===== config.mk =====
export PLATFORM = sky130hd
export DESIGN_NAME = sparse_polynomial_multiply_unit
export DESIGN_NICKNAME = d
export VERILOG_FILES = /design/src/rtl/core/spm_pkg.sv /design/src/rtl/core/sparse_polynomial_multiply_unit.sv /design/src/rtl/core/spm_term_store.sv
export SDC_FILE = /design/constraint.sdc
export NUM_CORES = 2
export LEC_CHECK = 0
export ABC_AREA = 1
export BUFFER_PORTS_ARGS = -buffer_cell sky130_fd_sc_hd__buf_2
export CAP_MARGIN = 0
export CORE_ASPECT_RATIO = 1.5
export CORE_MARGIN = 4
export CORE_UTILIZATION = 55
export CTS_BUF_LIST = sky130_fd_sc_hd__clkbuf_2 sky130_fd_sc_hd__clkbuf_4 sky130_fd_sc_hd__clkbuf_8
export CTS_CLUSTER_SIZE = 20
export DETAILED_ROUTE_END_ITERATION = 8
export PLACE_DENSITY = 0.73
export SLEW_MARGIN = 5
export SYNTH_ARGS = -nofsm -noshare
export SYNTH_HDL_FRONTEND = slang
export SYNTH_SLANG_ARGS = --single-unit

===== constraint.sdc =====
create_clock -name clk -period 5.2 [get_ports clk]
set_input_delay 1.04 -clock clk [delete_from_list [all_inputs] [get_ports clk]]
set_output_delay 1.04 -clock clk [all_outputs]
set_load 0.05 [all_outputs]

===== src/rtl/core/spm_pkg.sv =====
// ----------------------------------------------------------------------------
// spm_pkg
// Shared types, field widths and limits of the sparse polynomial multiplier.
// ----------------------------------------------------------------------------
`default_nettype none

package spm_pkg;

	localparam int MODE_W      = 2;
	localparam int COEF_W      = 16;
	localparam int EXP_IN_W    = 4;
	localparam int PCOEF_W     = 35;
	localparam int PEXP_W      = 5;
	localparam int MUL_W       = 2 * COEF_W;

	localparam int MAX_TERMS_DEF = 8;
	localparam int MAX_POWER_DEF = 15;

	localparam logic signed [PCOEF_W-1:0] SUM_MAX = {1'b0, {(PCOEF_W-1){1'b1}}};
	localparam logic signed [PCOEF_W-1:0] SUM_MIN = {1'b1, {(PCOEF_W-1){1'b0}}};

	typedef enum logic [MODE_W-1:0] {
		MODE_FIRST  = 2'd0,
		MODE_SECOND = 2'd1,
		MODE_FINISH = 2'd2
	} mode_t;

	typedef enum logic [2:0] {
		ST_CLEAR,
		ST_IDLE,
		ST_MAC,
		ST_DRAIN,
		ST_SCAN,
		ST_FLUSH,
		ST_EMPTY
	} state_t;

	// Control of one term store.
	typedef struct packed {
		logic load;
		logic clear;
	} ts_ctrl_t;

	// Index width of a store with n entries, at least one bit.
	function automatic int idx_w(input int n);
		return (n > 1) ? $clog2(n) : 1;
	endfunction

endpackage

`default_nettype wire


===== src/rtl/core/sparse_polynomial_multiply_unit.sv =====
// ----------------------------------------------------------------------------
// sparse_polynomial_multiply_unit
// Multiplies two sparse polynomials loaded term by term and streams the
// product terms out, highest exponent first.
// ----------------------------------------------------------------------------
// Load transactions (mode 0 and 1) are taken one per cycle while the unit
// is idle. A finish transaction runs a multiply-accumulate pass over every
// pair of first and second terms, one product per cycle read-modify-written
// into a sum memory of 2*MAX_POWER+1 entries with one read and one write
// port, then drains the accumulate pipeline, then scans that memory from
// the top entry down, pausing while the output holds a result, and emits
// each present exponent and clears the entry behind it, then closes the
// scan and emits the final term. An empty product gives a single result
// flagged empty_product. After reset the sum memory is swept clear, during
// which no transaction is taken. The input stalls from the finish until its
// last result is registered at the output.
`default_nettype none

module sparse_polynomial_multiply_unit #(
	parameter int MAX_TERMS = spm_pkg::MAX_TERMS_DEF,
	parameter int MAX_POWER = spm_pkg::MAX_POWER_DEF
) (
	input  wire logic                                 clk,
	input  wire logic                                 arst_n,
	input  wire logic                                 in_valid,
	output logic                                      in_stall,
	input  wire logic [spm_pkg::MODE_W-1:0]           mode,
	input  wire logic signed [spm_pkg::COEF_W-1:0]    coefficient,
	input  wire logic [spm_pkg::EXP_IN_W-1:0]         exponent,
	output logic                                      out_valid,
	input  wire logic                                 out_stall,
	output logic signed [spm_pkg::PCOEF_W-1:0]        product_coefficient,
	output logic [spm_pkg::PEXP_W-1:0]                product_exponent,
	output logic                                      last_term,
	output logic                                      empty_product,
	output logic                                      terms_dropped
);
	import spm_pkg::*;

	localparam int IDX_W   = idx_w(MAX_TERMS);
	localparam int CNT_W   = $clog2(MAX_TERMS + 1);
	localparam int EXP_W   = $clog2(MAX_POWER + 1);
	localparam int NUM_EXP = 2 * MAX_POWER + 1;
	localparam int PE_W    = $clog2(NUM_EXP);
	localparam int ACC_W   = MUL_W + 1 + 2 * $clog2(MAX_TERMS);
	localparam int ENT_W   = ACC_W + 1;
	localparam int EXT_W   = (ACC_W > PCOEF_W) ? ACC_W : PCOEF_W;

	state_t state_q, state_d;

	// term stores
	ts_ctrl_t                 ctrl_a, ctrl_b;
	logic signed [COEF_W-1:0] coef_a, coef_b;
	logic [EXP_W-1:0]         exp_a, exp_b;
	logic [CNT_W-1:0]         first_count, second_count;
	logic                     drop_a, drop_b;
	logic                     overflow_q;

	// control strobes
	logic in_accept;
	logic mac_issue, scan_issue, flush, empty, job_done, arrive_hit, out_load;
	logic i_last, j_last;

	// accumulate pipeline
	logic [IDX_W-1:0]          i_q, j_q;
	logic                      mac_v_s1, mac_v_s2;
	logic [PE_W-1:0]           pe_s1, pe_s2;
	logic signed [MUL_W-1:0]   prod_s1, prod_s2;
	logic                      fwd_s2;
	logic signed [ACC_W-1:0]   wsum_q, acc_base, acc_new;

	// sum memory
	logic [ENT_W-1:0]          sum_mem [NUM_EXP];
	logic [ENT_W-1:0]          sum_rd_q;
	logic [PE_W-1:0]           sum_raddr, sum_waddr;
	logic [ENT_W-1:0]          sum_wdata;
	logic                      sum_we;
	logic [PE_W-1:0]           clr_q;

	// scan
	logic [PE_W-1:0]           k_q, k_s1;
	logic                      scan_done_q, rd_v_s1;
	logic                      pend_v_q;
	logic signed [PCOEF_W-1:0] pend_coef_q, sat_coef;
	logic [PEXP_W-1:0]         pend_exp_q;
	logic signed [EXT_W-1:0]   acc_ext;

	assign in_stall  = (state_q != ST_IDLE);
	assign in_accept = in_valid && !in_stall;

	assign ctrl_a.load  = in_accept && (mode == MODE_FIRST);
	assign ctrl_b.load  = in_accept && (mode == MODE_SECOND);
	assign ctrl_a.clear = job_done;
	assign ctrl_b.clear = job_done;

	spm_term_store #(
		.MAX_TERMS(MAX_TERMS),
		.MAX_POWER(MAX_POWER)
	) u_first (
		.clk     (clk),
		.arst_n  (arst_n),
		.ctrl    (ctrl_a),
		.wr_coef (coefficient),
		.wr_exp  (exponent),
		.rd_addr (i_q),
		.rd_coef (coef_a),
		.rd_exp  (exp_a),
		.count   (first_count),
		.dropped (drop_a)
	);

	spm_term_store #(
		.MAX_TERMS(MAX_TERMS),
		.MAX_POWER(MAX_POWER)
	) u_second (
		.clk     (clk),
		.arst_n  (arst_n),
		.ctrl    (ctrl_b),
		.wr_coef (coefficient),
		.wr_exp  (exponent),
		.rd_addr (j_q),
		.rd_coef (coef_b),
		.rd_exp  (exp_b),
		.count   (second_count),
		.dropped (drop_b)
	);

	assign i_last = ((CNT_W'(i_q) + CNT_W'(1)) == first_count);
	assign j_last = ((CNT_W'(j_q) + CNT_W'(1)) == second_count);

	// ---------------------------------------------------------------- FSM
	always_ff @(posedge clk or negedge arst_n) begin
		if (!arst_n) begin
			state_q <= ST_CLEAR;
		end else begin
			state_q <= state_d;
		end
	end

	always_comb begin
		state_d    = state_q;
		mac_issue  = 1'b0;
		scan_issue = 1'b0;
		flush      = 1'b0;
		empty      = 1'b0;
		job_done   = 1'b0;
		case (state_q)
			ST_CLEAR: begin
				if (clr_q == PE_W'(NUM_EXP - 1)) state_d = ST_IDLE;
			end
			ST_IDLE: begin
				if (in_accept && mode == MODE_FINISH) begin
					if (first_count == '0 || second_count == '0) state_d = ST_EMPTY;
					else state_d = ST_MAC;
				end
			end
			ST_MAC: begin
				mac_issue = 1'b1;
				if (i_last && j_last) state_d = ST_DRAIN;
			end
			ST_DRAIN: begin
				if (!mac_v_s1 && !mac_v_s2) state_d = ST_SCAN;
			end
			ST_SCAN: begin
				scan_issue = !scan_done_q && !rd_v_s1 && !out_valid;
				if (scan_done_q && !rd_v_s1) state_d = ST_FLUSH;
			end
			ST_FLUSH: begin
				if (!out_valid) begin
					flush    = 1'b1;
					job_done = 1'b1;
					state_d  = ST_IDLE;
				end
			end
			ST_EMPTY: begin
				if (!out_valid) begin
					empty    = 1'b1;
					job_done = 1'b1;
					state_d  = ST_IDLE;
				end
			end
			default: state_d = ST_IDLE;
		endcase
	end

	always_ff @(posedge clk or negedge arst_n) begin
		if (!arst_n) begin
			overflow_q <= 1'b0;
		end else if (job_done) begin
			overflow_q <= 1'b0;
		end else if (drop_a || drop_b) begin
			overflow_q <= 1'b1;
		end
	end

	// ------------------------------------------------- accumulate pipeline
	always_ff @(posedge clk or negedge arst_n) begin
		if (!arst_n) begin
			i_q      <= '0;
			j_q      <= '0;
			mac_v_s1 <= 1'b0;
			mac_v_s2 <= 1'b0;
			clr_q    <= '0;
		end else begin
			mac_v_s1 <= mac_issue;
			mac_v_s2 <= mac_v_s1;
			if (state_q == ST_CLEAR) clr_q <= clr_q + PE_W'(1);
			if (state_q == ST_IDLE) begin
				i_q <= '0;
				j_q <= '0;
			end else if (mac_issue) begin
				if (j_last) begin
					j_q <= '0;
					if (!i_last) i_q <= i_q + IDX_W'(1);
				end else begin
					j_q <= j_q + IDX_W'(1);
				end
			end
		end
	end

	assign pe_s1   = PE_W'(exp_a) + PE_W'(exp_b);
	assign prod_s1 = MUL_W'(coef_a) * MUL_W'(coef_b);

	always_ff @(posedge clk) begin
		pe_s2   <= pe_s1;
		prod_s2 <= prod_s1;
		// the write in flight is not yet visible to this read: take it from wsum_q
		fwd_s2  <= mac_v_s1 && mac_v_s2 && (pe_s1 == pe_s2);
		if (mac_v_s2) wsum_q <= acc_new;
	end

	assign acc_base = fwd_s2 ? wsum_q : sum_rd_q[ACC_W-1:0];
	assign acc_new  = acc_base + ACC_W'(prod_s2);

	// ---------------------------------------------------------- sum memory
	assign sum_raddr = (state_q == ST_SCAN) ? k_q : pe_s1;

	always_comb begin
		sum_we    = 1'b0;
		sum_waddr = k_q;
		sum_wdata = '0;
		if (state_q == ST_CLEAR) begin
			sum_we    = 1'b1;
			sum_waddr = clr_q;
		end else if (mac_v_s2) begin
			sum_we    = 1'b1;
			sum_waddr = pe_s2;
			sum_wdata = {1'b1, acc_new};
		end else if (scan_issue) begin
			// clear the entry behind the scan for the next job
			sum_we    = 1'b1;
			sum_waddr = k_q;
		end
	end

	always_ff @(posedge clk) begin
		if (sum_we) sum_mem[sum_waddr] <= sum_wdata;
		sum_rd_q <= sum_mem[sum_raddr];
	end

	// ---------------------------------------------------------------- scan
	always_ff @(posedge clk or negedge arst_n) begin
		if (!arst_n) begin
			k_q         <= '0;
			scan_done_q <= 1'b0;
			rd_v_s1     <= 1'b0;
		end else begin
			rd_v_s1 <= scan_issue;
			if (state_q == ST_DRAIN) begin
				k_q         <= PE_W'(NUM_EXP - 1);
				scan_done_q <= 1'b0;
			end else if (scan_issue) begin
				k_q <= k_q - PE_W'(1);
				if (k_q == '0) scan_done_q <= 1'b1;
			end
		end
	end

	always_ff @(posedge clk) begin
		k_s1 <= k_q;
	end

	assign acc_ext  = EXT_W'($signed(sum_rd_q[ACC_W-1:0]));
	assign sat_coef = (acc_ext > EXT_W'(SUM_MAX)) ? SUM_MAX :
	                  (acc_ext < EXT_W'(SUM_MIN)) ? SUM_MIN : PCOEF_W'(acc_ext);

	assign arrive_hit = rd_v_s1 && sum_rd_q[ENT_W-1];
	assign out_load   = (arrive_hit && pend_v_q) || flush || empty;

	// hold the latest hit until the next one shows it was not the last
	always_ff @(posedge clk or negedge arst_n) begin
		if (!arst_n) begin
			pend_v_q <= 1'b0;
		end else if (arrive_hit) begin
			pend_v_q <= 1'b1;
		end else if (flush) begin
			pend_v_q <= 1'b0;
		end
	end

	always_ff @(posedge clk) begin
		if (arrive_hit) begin
			pend_coef_q <= sat_coef;
			pend_exp_q  <= PEXP_W'(k_s1);
		end
	end

	// ------------------------------------------------------ output register
	always_ff @(posedge clk or negedge arst_n) begin
		if (!arst_n) begin
			out_valid <= 1'b0;
		end else if (out_load) begin
			out_valid <= 1'b1;
		end else if (!out_stall) begin
			out_valid <= 1'b0;
		end
	end

	always_ff @(posedge clk) begin
		if (empty) begin
			product_coefficient <= '0;
			product_exponent    <= '0;
			last_term           <= 1'b0;
			empty_product       <= 1'b1;
			terms_dropped       <= 1'b0;
		end else if (out_load) begin
			product_coefficient <= pend_coef_q;
			product_exponent    <= pend_exp_q;
			last_term           <= flush;
			empty_product       <= 1'b0;
			terms_dropped       <= overflow_q;
		end
	end

	// ----------------------------------------------------------- assertions
	a_out_load_free: assert property (@(posedge clk) disable iff (!arst_n)
		out_load |-> !out_valid)
		else $error("output loaded while holding a transaction");

	a_scan_after_mac: assert property (@(posedge clk) disable iff (!arst_n)
		(state_q == ST_SCAN) |-> (!mac_v_s1 && !mac_v_s2))
		else $error("scan overlaps accumulate writes");

	a_mac_index: assert property (@(posedge clk) disable iff (!arst_n)
		(state_q == ST_MAC) |-> (CNT_W'(i_q) < first_count && CNT_W'(j_q) < second_count))
		else $error("term index beyond store count");

	a_count_bound: assert property (@(posedge clk) disable iff (!arst_n)
		first_count <= CNT_W'(MAX_TERMS) && second_count <= CNT_W'(MAX_TERMS))
		else $error("term count beyond capacity");

	a_empty_result: assert property (@(posedge clk) disable iff (!arst_n)
		(out_valid && empty_product) |->
			(product_coefficient == '0 && !last_term && !terms_dropped))
		else $error("empty product carries data");

endmodule

`default_nettype wire


===== src/rtl/core/spm_term_store.sv =====
// ----------------------------------------------------------------------------
// spm_term_store
// Bounded store of polynomial terms: appends a term per load, saturates the
// exponent, flags a load into a full store, gives registered reads.
// ----------------------------------------------------------------------------
`default_nettype none

module spm_term_store #(
	parameter int MAX_TERMS = spm_pkg::MAX_TERMS_DEF,
	parameter int MAX_POWER = spm_pkg::MAX_POWER_DEF
) (
	input  wire logic                                          clk,
	input  wire logic                                          arst_n,
	input  wire spm_pkg::ts_ctrl_t                             ctrl,
	input  wire logic signed [spm_pkg::COEF_W-1:0]             wr_coef,
	input  wire logic [spm_pkg::EXP_IN_W-1:0]                  wr_exp,
	input  wire logic [spm_pkg::idx_w(MAX_TERMS)-1:0]          rd_addr,
	output logic signed [spm_pkg::COEF_W-1:0]                  rd_coef,
	output logic [$clog2(MAX_POWER+1)-1:0]                     rd_exp,
	output logic [$clog2(MAX_TERMS+1)-1:0]                     count,
	output logic                                               dropped
);
	import spm_pkg::*;

	localparam int IDX_W = idx_w(MAX_TERMS);
	localparam int CNT_W = $clog2(MAX_TERMS + 1);
	localparam int EXP_W = $clog2(MAX_POWER + 1);

	logic signed [COEF_W-1:0] coef_mem [MAX_TERMS];
	logic [EXP_W-1:0]         exp_mem  [MAX_TERMS];
	logic [CNT_W-1:0]         count_q;
	logic                     full;
	logic                     wr_en;
	logic [EXP_W-1:0]         exp_sat;

	assign full    = (count_q == CNT_W'(MAX_TERMS));
	assign wr_en   = ctrl.load && !full;
	assign dropped = ctrl.load && full;
	assign count   = count_q;
	assign exp_sat = (32'(wr_exp) > MAX_POWER) ? EXP_W'(MAX_POWER) : EXP_W'(wr_exp);

	always_ff @(posedge clk or negedge arst_n) begin
		if (!arst_n) begin
			count_q <= '0;
		end else if (ctrl.clear) begin
			count_q <= '0;
		end else if (wr_en) begin
			count_q <= count_q + CNT_W'(1);
		end
	end

	always_ff @(posedge clk) begin
		if (wr_en) begin
			coef_mem[count_q[IDX_W-1:0]] <= wr_coef;
			exp_mem[count_q[IDX_W-1:0]]  <= exp_sat;
		end
		rd_coef <= coef_mem[rd_addr];
		rd_exp  <= exp_mem[rd_addr];
	end

endmodule

`default_nettype wire

==> results.toml <==
[outcome]
run_status = "complete, but fails checks"
violations = "setup timing"

[finish]
postLayoutCoreUtil_pct = 62.36
fillCellCount = 12930
area_delta_synth_final_pct = 12.53
fin_cells = 11740
layout-drive-gt1-share_pct = 12.42
fin_nets = 9861

[floorplanning]
fp.dieH_um = 503.7
core_mm2 = 0.1626
num_rows = 181
io_pins = 71
start_util_pct = 55.42
die_w_um = 338.5
dieArea_mm2 = 0.1705

[yosys]
yosys_warnings = 0
ys_top_cells_by_area = "edfxtp_1 55%, nand3_1 8.8%, inv_1 7.8%, nand2_1 7.5%, fa_1 5.9%"
ys_top_cells_by_count = "1862 x inv_1, 1792 x nand2_1, 1639 x edfxtp_1, 1580 x nand3_1, 577 x nor2_1"
yosysTopAreaCellShare_pct = 54.62
synthArstFlopShare_pct = 1.849
synth-seq-cells = 1839
yosysMostFrequentCell = "inv_1"
yosysSeqAreaShare_pct = 59.25
synth.avg_cell_area_um2 = 9.827
yosysTopAreaCell = "edfxtp_1"
syn_area_mm2 = 0.09011
ys.flop_type = "edfxtp_1"
synth_cells = 9170
synth_edf_count = 1639
synthDistinctLibCells = 46
synth_nets = 9594

[clock_tree]
clk_pin_slew_ns = 0.07
clkLatencyLatePin_ns = 1.10
htreeDepth = 5
cts_buffers = 284
cts_tree = "done"
cts_sinks = 1839
cts-root-buf = "clkbuf_8"
clock_path_buffers = 4

[detailed_routing]
drcViolationCount = 0
dr.pass1.iters = 6
wirelength_mm = 259.5
num_vias = 66400
routedWlPerCell_um = 22.10
drt_iter0_drc = 7233
ant_nets = 0
vias_per_cell = 5.654

[placed_design]
placed_cells = 11240
gp_congestion = 0.9697
io_buffers = 70
dp_hpwl_mm = 157.6

[grt]
overflow = 0
grt_pass1_vias = 66620
grt_pass1_wl_mm = 390.9
grt_max_degree = 152
grt_antenna_before_repair = 8
grt_util_all_layers_pct = 30.02

[critical_path]
path_class = "reg2reg"
start_kind = "register"
critical-path-top-delay-family = "adder cells"
crit_slowest_cell = "fa_2"
critical_path_peak_fanout = 6
critPathMaxStageDelay_ns = 0.55
critPathRequiredTime_ns = 6.08
path_buf_inv = 4
worstPathArrival_ns = 6.11
path_cells = "clkinvlp_4 -> buf_6 -> or2_4 -> fa_2 -> fa_2 -> fa_2 -> fa_1 -> fa_1 -> fa_1 -> inv_2 -> ha_4 -> buf_6 -> a21oi_4 -> o21ai_2 -> o21bai_4 -> a21oi_2 -> nand2_1 -> xor2_1"
end_kind = "register"

[sta]
fin_crit_sh_pct = 100.6
skew_ns = 0.1199
fin_ws_ns = -0.03074
min_period_ns = 5.231
slew_headroom_pct = 18.00
fmax_mhz = 191.2
finalHoldViolCount = 0
tightestPinTransition_ns = 1.229
setup_violations = 4
maxSlewViolCount = 0
rsz0062_at_grt = "true"

[job]
max-cap-violations = 0

[min_path]
hold_class = "in2async"
[flip-flops by register name, summed over array words and instances, names as in the netlist, 16 cells and up]
signal,flops
wsum_q,39
u_first.rd_coef,16
sum_rd_q,40
u_first.exp_mem,32
u_first.coef_mem,128
u_second.coef_mem,128
prod_s2,32
pend_coef_q,35
product_coefficient,35
sum_mem,1240
u_second.rd_coef,16
u_second.exp_mem,32
[through the flow]
step	setup TNS [ns]	instance area (µm²)	hold WS [ns]	setup slack, ns
after floorplan	0	90140	0.3693	0.01494
after global placement	-4.355	94810	0.3837	-0.3449
after detailed placement	-4.925	94810	0.3837	-0.3825
after CTS	-0.1821	100700	0.07372	-0.05276
after global routing	-2.326	101400	0.1502	-0.2558
final	-0.07944	101400	0.1333	-0.03074
[logic make-up after synthesis]
kind of cell | after synthesis | synth area share, %
xor gates and xnor gates | 64 | 0.6221
adders and majority gates | 398 | 7.726
buffers and inverters | 2331 | 10.09
and+or+nand+nor | 4037 | 19.30
AOI/OAI and AO/OA | 497 | 2.956
DFF | 1839 | 59.25
muxes | 4 | 0.04998
[per-layer routing]
layer  vias up  GRT usage (%)  wire length (µm)
met4         2          17.86             17010
met3       925          5.379             24110
met1     31690          36.09             91550
li1      30070              -                 -
met5         -              0                13
met2      3719          50.76            126800
[path summary, 6_finish.rpt]
check,end,cells past startpoint,start,slack (ns)
setup / recovery,prod_s2[20]$_DFF_P_,18,u_second.rd_coef[15]$_DFF_P_,-0.03
hold / removal,u_first.count[0]$_DFFE_PN0P_,1,arst_n,0.13
setup reg to reg,prod_s2[20]$_DFF_P_,18,u_second.rd_coef[15]$_DFF_P_,-0.03
hold reg to reg,pend_exp_q[0]$_DFFE_PP_,0,k_s1[0]$_DFF_P_,0.39
max in group asynchronous,j_q[0]$_DFFE_PN0P_,1,arst_n,4.46
min in group clk,out_valid$_DFFE_PN0P_,3,out_stall,0.27
[cell usage in the layout (no fill, tap or decap), types with 23 or more instances in the layout]
| master | count |
|---|---|
| inv_1 | 1823 |
| nand2_1 | 1755 |
| edfxtp_1 | 1639 |
| nand3_1 | 1574 |
| nor2_1 | 493 |
| clkbuf_8 | 312 |
| buf_4 | 302 |
| o21ai_0 | 272 |
| fa_1 | 249 |
| dfxtp_1 | 141 |
| ha_1 | 114 |
| clkbuf_4 | 98 |
| a21oi_1 | 80 |
| buf_2 | 70 |
| xor2_1 | 51 |
| buf_12 | 48 |
| a31oi_1 | 44 |
| nor2_4 | 43 |
| clkinv_1 | 42 |
| nor2_2 | 41 |
| o22ai_1 | 41 |
| inv_2 | 36 |
| dfrtp_1 | 31 |
| nand2_2 | 29 |
| nand4_1 | 23 |
[final cells by class]
| cell class | instances | area (µm²) | area share, % |
|---|---|---|---|
| sequential | 1839 | 53450 | 52.71 |
| multi-input combinational | 5000 | 28930 | 28.53 |
| inverter | 1872 | 7052 | 6.954 |
| clock buffer | 410 | 5030 | 4.960 |
| timing repair buffer | 440 | 3807 | 3.755 |
| tap | 2104 | 2633 | 2.596 |
| clock inverter | 73 | 486.7 | 0.4800 |
| antenna | 5 | 12.51 | 0.01234 |
[repair_timing]
action	in CTS	in global routing
endpoints found under the setup margin	21	21
buffers inserted	5	9
pin swaps	21	53
resized for setup	113	176
hold buffers	0	0
Power is not shown: default switching activity piles up to over one toggle a cycle in this logic, so the estimate is an artifact.
